## src/rtl/core/wwoc_pkg.sv

```systemverilog
// Shared types and constants for the whole-word occurrence counter.
// Used by the top level, wwoc_front and wwoc_back; depends on nothing.
package wwoc_pkg;

  localparam int MAX_REPORTS = 8;
  localparam int QUEUE_DEPTH = 2;
  localparam int CFG_W       = 4;

  typedef enum logic [1:0] {
    OP_LOAD_CHAR  = 2'd0,
    OP_SET_LENGTH = 2'd1,
    OP_TEXT_BYTE  = 2'd2,
    OP_END_TEXT   = 2'd3
  } op_t;

  typedef enum logic [2:0] {
    CMD_NONE,
    CMD_LOAD_CHAR,
    CMD_SET_LENGTH,
    CMD_LETTER,
    CMD_WORD_END,
    CMD_END_TEXT
  } cmd_kind_t;

  typedef enum logic {
    BK_RUN,
    BK_REPORT
  } back_state_t;

  typedef struct packed {
    op_t        op;
    logic [2:0] pattern_slot;
    logic [4:0] char_position;
    logic [7:0] value;
  } item_t;

  typedef struct packed {
    logic [2:0]  report_slot;
    logic [31:0] match_count;
    logic        last;
  } result_t;

  // Classified operation handed from the front to the back.
  typedef struct packed {
    cmd_kind_t  kind;
    logic [2:0] slot;
    logic [4:0] pos;
    logic [7:0] data;
  } cmd_t;

endpackage

```

## src/rtl/core/whole_word_occurrence_counter.sv

```systemverilog
// Top level of the whole-word occurrence counter: front, two queues, back.
// Depends on wwoc_pkg, wwoc_front, wwoc_fifo and wwoc_back.
//
// Counts case-sensitive whole-word hits of up to NUM_PATTERNS stored
// patterns, capped at MAX_REPORTS (words are runs of ASCII letters), and
// reports them on end of text. The back end takes one load-char, set-length
// or text-byte item per clock while in its run state, so text streams at
// one byte per clock with every pattern compared in parallel against a
// prefetched character per pattern memory. An end-of-text item closes the
// open word and moves the back end to its report state, which makes one
// report transfer per cycle while the result queue is not full, for each of
// the n clamped active patterns, through the single-write result queue.
// Write active_patterns only while no item is in flight and no result waits.
module whole_word_occurrence_counter #(
  parameter int NUM_PATTERNS = 8,
  parameter int MAX_WORD_LEN = 32
) (
  input  logic                       clk,
  input  logic                       rst,
  input  logic                       push,
  input  wwoc_pkg::item_t            item,
  output logic                       full,
  input  logic                       pop,
  output wwoc_pkg::result_t          result,
  output logic                       empty,
  input  logic                       cfg_write,
  input  logic [wwoc_pkg::CFG_W-1:0] cfg_data
);

  wwoc_pkg::cmd_t    q_cmd;
  wwoc_pkg::cmd_t    cmd;
  wwoc_pkg::result_t res;
  logic [$bits(wwoc_pkg::cmd_t)-1:0]    cmd_bits;
  logic [$bits(wwoc_pkg::result_t)-1:0] result_bits;
  logic q_push;
  logic q_full;
  logic q_empty;
  logic cmd_pop;
  logic res_push;
  logic res_full;

  wwoc_front #(
    .NUM_PATTERNS(NUM_PATTERNS),
    .MAX_WORD_LEN(MAX_WORD_LEN)
  ) u_front (
    .push  (push),
    .item  (item),
    .full  (full),
    .q_full(q_full),
    .q_push(q_push),
    .q_cmd (q_cmd)
  );

  wwoc_fifo #(
    .WIDTH($bits(wwoc_pkg::cmd_t)),
    .DEPTH(wwoc_pkg::QUEUE_DEPTH)
  ) u_cmd_q (
    .clk  (clk),
    .rst  (rst),
    .push (q_push),
    .wdata(q_cmd),
    .full (q_full),
    .pop  (cmd_pop),
    .rdata(cmd_bits),
    .empty(q_empty)
  );

  assign cmd = wwoc_pkg::cmd_t'(cmd_bits);

  wwoc_back #(
    .NUM_PATTERNS(NUM_PATTERNS),
    .MAX_WORD_LEN(MAX_WORD_LEN)
  ) u_back (
    .clk      (clk),
    .rst      (rst),
    .cfg_write(cfg_write),
    .cfg_data (cfg_data),
    .cmd      (cmd),
    .cmd_valid(!q_empty),
    .cmd_pop  (cmd_pop),
    .res      (res),
    .res_push (res_push),
    .res_full (res_full)
  );

  wwoc_fifo #(
    .WIDTH($bits(wwoc_pkg::result_t)),
    .DEPTH(wwoc_pkg::QUEUE_DEPTH)
  ) u_res_q (
    .clk  (clk),
    .rst  (rst),
    .push (res_push),
    .wdata(res),
    .full (res_full),
    .pop  (pop),
    .rdata(result_bits),
    .empty(empty)
  );

  assign result = wwoc_pkg::result_t'(result_bits);

endmodule

```

## src/rtl/core/wwoc_fifo.sv

```systemverilog
// Small register queue with count-based full and empty flags.
// Generic width; no package dependency.
module wwoc_fifo #(
  parameter int WIDTH = 8,
  parameter int DEPTH = 2
) (
  input  logic             clk,
  input  logic             rst,
  input  logic             push,
  input  logic [WIDTH-1:0] wdata,
  output logic             full,
  input  logic             pop,
  output logic [WIDTH-1:0] rdata,
  output logic             empty
);

  localparam int PW = (DEPTH > 1) ? $clog2(DEPTH) : 1;
  localparam int CW = $clog2(DEPTH + 1);

  logic [WIDTH-1:0] slots [DEPTH];
  logic [PW-1:0]    wr_ptr;
  logic [PW-1:0]    rd_ptr;
  logic [CW-1:0]    count;
  logic             do_push;
  logic             do_pop;

  assign full    = (count == CW'(DEPTH));
  assign empty   = (count == '0);
  assign do_push = push && !full;
  assign do_pop  = pop && !empty;
  assign rdata   = slots[rd_ptr];

  always_ff @(posedge clk) begin
    if (rst) begin
      wr_ptr <= '0;
      rd_ptr <= '0;
      count  <= '0;
    end else begin
      if (do_push) begin
        wr_ptr <= (wr_ptr == PW'(DEPTH - 1)) ? '0 : wr_ptr + 1'b1;
      end
      if (do_pop) begin
        rd_ptr <= (rd_ptr == PW'(DEPTH - 1)) ? '0 : rd_ptr + 1'b1;
      end
      if (do_push && !do_pop) begin
        count <= count + 1'b1;
      end else if (do_pop && !do_push) begin
        count <= count - 1'b1;
      end
    end
  end

  always_ff @(posedge clk) begin
    if (do_push) begin
      slots[wr_ptr] <= wdata;
    end
  end

endmodule

```

## src/rtl/core/wwoc_front.sv

```systemverilog
// Front end: accepts input items, classifies them and drops ignored ones.
// Depends on wwoc_pkg; feeds the command queue in front of wwoc_back.
module wwoc_front #(
  parameter int NUM_PATTERNS = 8,
  parameter int MAX_WORD_LEN = 32
) (
  input  logic            push,
  input  wwoc_pkg::item_t item,
  output logic            full,
  input  logic            q_full,
  output logic            q_push,
  output wwoc_pkg::cmd_t  q_cmd
);

  logic letter;
  logic slot_ok;
  logic pos_ok;
  logic len_ok;

  assign letter  = (item.value >= 8'h41 && item.value <= 8'h5A) ||
                   (item.value >= 8'h61 && item.value <= 8'h7A);
  assign slot_ok = 32'(item.pattern_slot) < NUM_PATTERNS;
  assign pos_ok  = 32'(item.char_position) < MAX_WORD_LEN;
  assign len_ok  = 32'(item.value) <= MAX_WORD_LEN;

  always_comb begin
    q_cmd.slot = item.pattern_slot;
    q_cmd.pos  = item.char_position;
    q_cmd.data = item.value;
    case (item.op)
      wwoc_pkg::OP_LOAD_CHAR: begin
        q_cmd.kind = (slot_ok && pos_ok) ? wwoc_pkg::CMD_LOAD_CHAR : wwoc_pkg::CMD_NONE;
      end
      wwoc_pkg::OP_SET_LENGTH: begin
        q_cmd.kind = slot_ok ? wwoc_pkg::CMD_SET_LENGTH : wwoc_pkg::CMD_NONE;
        // oversize length stores zero, which never matches
        q_cmd.data = len_ok ? item.value : 8'd0;
      end
      wwoc_pkg::OP_TEXT_BYTE: begin
        q_cmd.kind = letter ? wwoc_pkg::CMD_LETTER : wwoc_pkg::CMD_WORD_END;
      end
      wwoc_pkg::OP_END_TEXT: begin
        q_cmd.kind = wwoc_pkg::CMD_END_TEXT;
      end
      default: begin
        q_cmd.kind = wwoc_pkg::CMD_NONE;
      end
    endcase
  end

  // Drop ignored items here so they never occupy a queue slot.
  assign full   = q_full;
  assign q_push = push && !q_full && (q_cmd.kind != wwoc_pkg::CMD_NONE);

endmodule

```

## src/rtl/core/wwoc_back.sv

```systemverilog
// Back end: pattern memories, word tracking, match counters and reporting.
// Depends on wwoc_pkg; pops the command queue and pushes the result queue.
module wwoc_back #(
  parameter int NUM_PATTERNS = 8,
  parameter int MAX_WORD_LEN = 32
) (
  input  logic                       clk,
  input  logic                       rst,
  input  logic                       cfg_write,
  input  logic [wwoc_pkg::CFG_W-1:0] cfg_data,
  input  wwoc_pkg::cmd_t             cmd,
  input  logic                       cmd_valid,
  output logic                       cmd_pop,
  output wwoc_pkg::result_t          res,
  output logic                       res_push,
  input  logic                       res_full
);

  localparam int LW    = $clog2(MAX_WORD_LEN + 1);
  localparam int AW    = $clog2(MAX_WORD_LEN);
  localparam int LIMIT = (NUM_PATTERNS < wwoc_pkg::MAX_REPORTS) ?
                         NUM_PATTERNS : wwoc_pkg::MAX_REPORTS;

  wwoc_pkg::back_state_t state, state_next;

  logic [wwoc_pkg::CFG_W-1:0] active_patterns;
  logic [2:0]                 idx, idx_next;
  logic [LW-1:0]              word_length, word_length_next;
  logic                       inside_word, inside_word_next;
  logic [NUM_PATTERNS-1:0]    still_matching, still_matching_next;
  logic [LW-1:0]              lengths [NUM_PATTERNS];
  logic [31:0]                counts [NUM_PATTERNS];
  logic [7:0]                 rd_char [NUM_PATTERNS];

  logic [NUM_PATTERNS-1:0] hits;
  logic [NUM_PATTERNS-1:0] count_inc;
  logic                    count_clr;
  logic                    load_we;
  logic                    len_we;
  logic                    at_max;
  logic [wwoc_pkg::CFG_W-1:0] act_n;
  logic [2:0]              last_idx;
  logic [31:0]             sel_count;
  logic [AW-1:0]           wr_addr;
  logic [AW-1:0]           rd_addr;

  // Number of reported patterns: zero acts as one, clamp to NUM_PATTERNS and MAX_REPORTS.
  always_comb begin
    act_n = (active_patterns == '0) ? wwoc_pkg::CFG_W'(1) : active_patterns;
    if (32'(act_n) > LIMIT) begin
      act_n = wwoc_pkg::CFG_W'(LIMIT);
    end
    last_idx = 3'(act_n - 1'b1);
  end

  assign at_max = 32'(word_length) >= MAX_WORD_LEN;

  always_comb begin
    for (int k = 0; k < NUM_PATTERNS; k++) begin
      hits[k] = inside_word && still_matching[k] && (lengths[k] != '0) &&
                (lengths[k] == word_length) && (counts[k] != '1) &&
                (32'(act_n) > k);
    end
  end

  always_comb begin
    sel_count = '0;
    for (int k = 0; k < NUM_PATTERNS; k++) begin
      if (32'(idx) == k) begin
        sel_count = counts[k];
      end
    end
  end

  always_comb begin
    state_next          = state;
    idx_next            = idx;
    word_length_next    = word_length;
    inside_word_next    = inside_word;
    still_matching_next = still_matching;
    count_inc           = '0;
    count_clr           = 1'b0;
    load_we             = 1'b0;
    len_we              = 1'b0;
    cmd_pop             = 1'b0;
    res_push            = 1'b0;
    res.report_slot     = idx;
    res.match_count     = sel_count;
    res.last            = (idx == last_idx);
    case (state)
      wwoc_pkg::BK_RUN: begin
        if (cmd_valid) begin
          cmd_pop = 1'b1;
          case (cmd.kind)
            wwoc_pkg::CMD_LOAD_CHAR: begin
              load_we = 1'b1;
            end
            wwoc_pkg::CMD_SET_LENGTH: begin
              len_we = 1'b1;
            end
            wwoc_pkg::CMD_LETTER: begin
              inside_word_next = 1'b1;
              if (at_max) begin
                still_matching_next = '0;
              end else begin
                word_length_next = word_length + 1'b1;
                for (int k = 0; k < NUM_PATTERNS; k++) begin
                  if (word_length >= lengths[k] || rd_char[k] != cmd.data) begin
                    still_matching_next[k] = 1'b0;
                  end
                end
              end
            end
            wwoc_pkg::CMD_WORD_END: begin
              count_inc           = hits;
              word_length_next    = '0;
              inside_word_next    = 1'b0;
              still_matching_next = '1;
            end
            wwoc_pkg::CMD_END_TEXT: begin
              count_inc           = hits;
              word_length_next    = '0;
              inside_word_next    = 1'b0;
              still_matching_next = '1;
              idx_next            = '0;
              state_next          = wwoc_pkg::BK_REPORT;
            end
            default: begin
            end
          endcase
        end
      end
      wwoc_pkg::BK_REPORT: begin
        // One report per cycle while the result queue is not full; clear all counts with the final transfer.
        if (!res_full) begin
          res_push = 1'b1;
          if (idx == last_idx) begin
            count_clr  = 1'b1;
            state_next = wwoc_pkg::BK_RUN;
          end else begin
            idx_next = idx + 1'b1;
          end
        end
      end
      default: begin
        state_next = wwoc_pkg::BK_RUN;
      end
    endcase
  end

  always_ff @(posedge clk) begin
    if (rst) begin
      state           <= wwoc_pkg::BK_RUN;
      idx             <= '0;
      active_patterns <= wwoc_pkg::CFG_W'(1);
      word_length     <= '0;
      inside_word     <= 1'b0;
      still_matching  <= '1;
    end else begin
      state          <= state_next;
      idx            <= idx_next;
      word_length    <= word_length_next;
      inside_word    <= inside_word_next;
      still_matching <= still_matching_next;
      if (cfg_write) begin
        active_patterns <= cfg_data;
      end
    end
  end

  always_ff @(posedge clk) begin
    for (int k = 0; k < NUM_PATTERNS; k++) begin
      if (rst) begin
        lengths[k] <= '0;
        counts[k]  <= '0;
      end else begin
        if (len_we && 32'(cmd.slot) == k) begin
          lengths[k] <= LW'(cmd.data);
        end
        if (count_clr) begin
          counts[k] <= '0;
        end else if (count_inc[k]) begin
          counts[k] <= counts[k] + 1'b1;
        end
      end
    end
  end

  // Prefetch the character at the next word position so the compare
  // for the following letter sees it registered; forward a same-cycle load.
  assign wr_addr = AW'(cmd.pos);
  assign rd_addr = (32'(word_length_next) < MAX_WORD_LEN) ? AW'(word_length_next) : '0;

  for (genvar g = 0; g < NUM_PATTERNS; g++) begin : g_pat
    logic [7:0] chars [MAX_WORD_LEN];
    logic [7:0] q;
    logic       we;

    assign we = load_we && (32'(cmd.slot) == g);

    always_ff @(posedge clk) begin
      if (we) begin
        chars[wr_addr] <= cmd.data;
      end
    end

    always_ff @(posedge clk) begin
      q <= (we && wr_addr == rd_addr) ? cmd.data : chars[rd_addr];
    end

    assign rd_char[g] = q;
  end

endmodule

```

## config.mk

```make
export PLATFORM = sky130hd
export DESIGN_NAME = whole_word_occurrence_counter
export DESIGN_NICKNAME = d
export VERILOG_FILES = /design/src/rtl/core/wwoc_pkg.sv /design/src/rtl/core/whole_word_occurrence_counter.sv /design/src/rtl/core/wwoc_fifo.sv /design/src/rtl/core/wwoc_front.sv /design/src/rtl/core/wwoc_back.sv
export SDC_FILE = /design/constraint.sdc
export NUM_CORES = 2
export LEC_CHECK = 0
export ABC_AREA = 1
export BUFFER_PORTS_ARGS = -buffer_cell sky130_fd_sc_hd__buf_2
export CAP_MARGIN = 10
export CORE_MARGIN = 5
export CORE_UTILIZATION = 55
export DETAILED_ROUTE_END_ITERATION = 10
export PLACE_DENSITY_LB_ADDON = 0.2
export SLEW_MARGIN = 20
export SYNTH_ARGS = -nofsm -noshare
export SYNTH_HDL_FRONTEND = slang
export SYNTH_HIERARCHICAL = 1
export SYNTH_SLANG_ARGS = --single-unit
```

## constraint.sdc

```tcl
create_clock -name clk -period 7.6 [get_ports clk]
set_input_delay 0.38 -clock clk [delete_from_list [all_inputs] [get_ports clk]]
set_output_delay 0.38 -clock clk [all_outputs]
set_load 0.005 [all_outputs]
```

==> results.sh <==
export IMPL_ys_flop_type="edfxtp_1"
export IMPL_cell_int_power_mw=27.0
export IMPL_critical_path_slowest_cell="nand2_2"
export IMPL_ioPinCount=65
export IMPL_detail_route_vias_per_cell=5.97
export IMPL_grt_overflow_total=0
export IMPL_grt_max_degree=205
export IMPL_cts_reportedPaths_clkPinSlew_ps=60
export IMPL_synth_edff_count=2462
export IMPL_critical_path_max_fanout=31
export IMPL_worstSetupPathType="register to register"
export IMPL_synth_seq_cells=2500
export IMPL_cts_resized_gates=0
export IMPL_switching_share_pct=33.9
export IMPL_fin_nets=10258
export IMPL_hold_viol=0
export IMPL_final_util_pct=60.8
export IMPL_placement_io_buffers=64
export IMPL_cap_viol_max_count=0
export IMPL_clock_tree_from_tritoncts="built"
export IMPL_antenna_violating_nets_post_route=0
export IMPL_timing_clock_skew_ps=77.9
export IMPL_clock_power_share_pct=31.0
export IMPL_worst_endpoint_arrival_ps=5700
export IMPL_critical_path_depth=17
export IMPL_worst_min_delay_path_category="input pin to register"
export IMPL_vdd_ir_drop_max_uv=311
export IMPL_htree_num_levels=5
export IMPL_power_density_over_the_cells_nw_per_um2=335
export IMPL_yosys_warnings=6
export IMPL_share_comb_of_total_power_pct=26.7
export IMPL_crit_top_cell="nand2_1"
export IMPL_postSynthNetCount=10346
export IMPL_layout_area_overhead_vs_synth_pct=9.90
export IMPL_synthTopCellsByCount="nand2_1 (2,942), edfxtp_1 (2,462), nand3_1 (1,994)"
export IMPL_cts_setup_buffers=0
export IMPL_placed_area_um2=113000
export IMPL_initial_antenna_violation_count=14
export IMPL_maxClockFrequency_mhz=196
export IMPL_critPathCaptureType="register"
export IMPL_fp_dieW_um=459
export IMPL_synth_top_area_share_pct=66.8
export IMPL_synth_seq_area_share_pct=67.4
export IMPL_global_route_usage_total_pct=27.9
export IMPL_power_static_leakage_nw=43.7
export IMPL_die_area_um2=210000
export IMPL_place_detailed_hpwl_mm=177
export IMPL_worst_path_largest_cell_delay_ps=880
export IMPL_run_status="completed"
export IMPL_coreArea_um2=200000
export IMPL_yosys_cell_count_top_type="nand2_1"
export IMPL_post_route_cell_area_um2=122000
export IMPL_synthDistinctLibCells=65
export IMPL_final_min_period_over_clock_period_pct=67.0
export IMPL_vias_in_the_first_global_route=72891
export IMPL_yosys_top_cells_area="edfxtp_1 (67%), nand2_1 (10%), nand3_1 (9.0%), nor2_1 (2.4%), inv_1 (1.5%)"
export IMPL_syn_area_um2=111000
export IMPL_setup_violations_final=0
export IMPL_cts_hold_buffers_added=31
export IMPL_gpl_final_weighted_congestion=0.927
export IMPL_floorplan_initialDensity_pct=55.4
export IMPL_r2r_setup_slack_ps=2510
export IMPL_drt_iter0_markers=9502
export IMPL_synthArstFlopShare_pct=0
export IMPL_rows=164
export IMPL_timing_critical_path_cells="nor2_4 -> a21oi_2 -> nor2_2 -> inv_1 -> ha_1 -> inv_1 -> ha_1 -> xnor2_1 -> nor2_1 -> nand2_1 -> nor2_1 -> nand2_1 -> nand2_2 -> nor4_2 -> nand2_1 -> nand2_2 -> buf_4"
export IMPL_holdCritStartpoint="item[9]"
export IMPL_cts_buffers_inserted=275
export IMPL_netlist_top_cell_by_area="edfxtp_1"
export IMPL_critPathLaunchType="register"
export IMPL_timing_critical_path_max_delay_family="simple AND/OR/NAND/NOR gates"
export IMPL_clk_path_buf_depth=4
export IMPL_report_power_total_mw=40.8
export IMPL_routed_vias=77616
export IMPL_die_h_um=459
export IMPL_layout_drive_gt1_share_pct=7.44
export IMPL_final_fill_count=15798
export IMPL_hold_path_depth=2
export IMPL_p_sw_mw=13.8
export IMPL_cts_sinks=2500
export IMPL_hold_endpoint="u_cmd_q/slots[1][9]$_DFFE_PP_"
export IMPL_critical_path_reg2reg_endpoint="u_back/counts[0][11]$_SDFFCE_PN0P_"
export IMPL_drt_first_pass_iters=6
export IMPL_max_slew_margin_pct=19.6
export IMPL_reg2regPathDepth=17
export IMPL_pwr_share_seq_pct=42.3
export IMPL_slew_violations=0
export IMPL_drt_drc_violations_left=0
export IMPL_worst_pin_slew_ps=1210
export IMPL_cts_root_buffer_cell="clkbuf_16"
export IMPL_postSynthCellCount=10248
export IMPL_routedWlPerCell_um=23.1
export IMPL_postRouteWirelength_mm=300
export IMPL_cp_num_buf_inv=3
export IMPL_r2r_start="u_back/active_patterns[3]$_SDFFE_PP0P_"
export IMPL_grt_pass1_wl_mm=449
export IMPL_setup_total_negative_slack_ps=0
export IMPL_synth_avg_cell_area_um2=10.8
export IMPL_cp_required_ps=8200
export IMPL_skew_pair_late_insertion_delay_ps=930
export IMPL_setup_repair_after_global_routing_missed_its_margin="no"
export IMPL_post_route_min_period_ps=5090
==> power by group through the flow <==
| stage | Sequential, mW | Clock [mW] | Combinational (mW) |
|---|---|---|---|
| final | 17.2 | 12.6 | 10.9 |
| after CTS | 17.2 | 12.8 | 10.7 |
| after global placement | 17.5 | 0 | 10.5 |
| after floorplan | 17.5 | 0 | 6.63 |
| after detailed placement | 17.5 | 0 | 10.7 |
| after global routing | 17.3 | 13.4 | 11.8 |
==> through the flow <==
| stage | hold slack [ps] | worst slack (ps) | cells |
|---|---|---|---|
| after global placement | 446 | 2050 | 12507 |
| final | 180 | 2510 | 13002 |
| after global routing | 159 | 2110 | 12996 |
| after detailed placement | 450 | 2420 | 12507 |
| after CTS | 114 | 2420 | 12995 |
| after floorplan | 412 | 3580 | 10248 |
==> area by class of cell <==
type,count,area [µm²],share of cell area [%]
Timing Repair Buffer,208,1730,1.42
Inverter,475,1820,1.49
Sequential cell,2500,74700,61.4
Tap cell,2656,3320,2.73
Antenna cell,6,15.0,0.0123
Clock buffer,339,7390,6.08
Multi-Input combinational cell,6700,31700,26.0
Clock inverter,118,1010,0.833
==> sequential cells by signal, indices dropped and copies added, names as in the netlist, named ones only <==
| signal | flops |
|---|---|
| u_back/active_patterns | 4 |
| u_back/inside_word | 1 |
| u_back/idx | 3 |
| u_cmd_q/wr_ptr | 1 |
| u_back/g_pat.chars | 2048 |
| u_res_q/wr_ptr | 1 |
| u_back/lengths | 48 |
| u_res_q/rd_ptr | 1 |
| u_back/state | 1 |
| u_back/word_length | 6 |
| u_res_q/count | 2 |
| u_back/still_matching | 8 |
| u_back/counts | 256 |
| u_cmd_q/rd_ptr | 1 |
| u_res_q/slots | 72 |
| u_cmd_q/count | 2 |
| u_cmd_q/slots | 38 |
==> cell families after synthesis <==
group	share of synthesized area, %
buffers and inverters	4.10
multiplexers	0.695
XOR/XNOR	0.838
AND/OR/NAND/NOR	23.8
AO/OA/AOI/OAI	2.29
adder cells (fa/ha/maj)	0.802
flip-flops	67.4
==> layer usage <==
layer	up-vias	part of all wire [%]	routed length, µm	global-route usage, %
met5	-	0.017	52	0
met3	612	10	31400	6.30
li1	35511	-	-	-
met2	3905	45	136000	42.3
met1	37580	40	121000	39.5
met4	8	4.0	12000	11.2
==> layout by cell type (no fill, tap or decap), types with 64 or more instances in the layout <==
cell,synthesis,layout
nor2_1,700,695
nand4_1,76,76
clkbuf_16,0,285
buf_2,260,64
inv_1,456,454
buf_4,35,93
xor2_1,84,84
nor3_1,108,107
a21oi_1,118,118
edfxtp_1,2462,2462
o21ai_0,222,222
ha_1,71,70
nand2_1,2942,2930
nand3_1,1994,1994
==> worst max-delay path by stage <==
| stage | from | to |
|---|---|---|
| 6_report | u_back/active_patterns[3]$_SDFFE_PP0P_ | u_back/counts[0][11]$_SDFFCE_PN0P_ |
| 5_1_grt | u_back/active_patterns[3]$_SDFFE_PP0P_ | u_back/counts[0][10]$_SDFFCE_PN0P_ |
| 4_1_cts | u_back/active_patterns[3]$_SDFFE_PP0P_ | u_back/counts[0][11]$_SDFFCE_PN0P_ |
| 3_5_place_dp | u_back/active_patterns[3]$_SDFFE_PP0P_ | u_back/counts[0][12]$_SDFFCE_PN0P_ |
| 3_3_place_gp | u_back/active_patterns[3]$_SDFFE_PP0P_ | u_back/counts[0][10]$_SDFFCE_PN0P_ |
| 2_1_floorplan | register | u_back/still_matching[5]$_SDFFE_PP1P_ |
No activity file was read; power rests on OpenSTA's default activity.
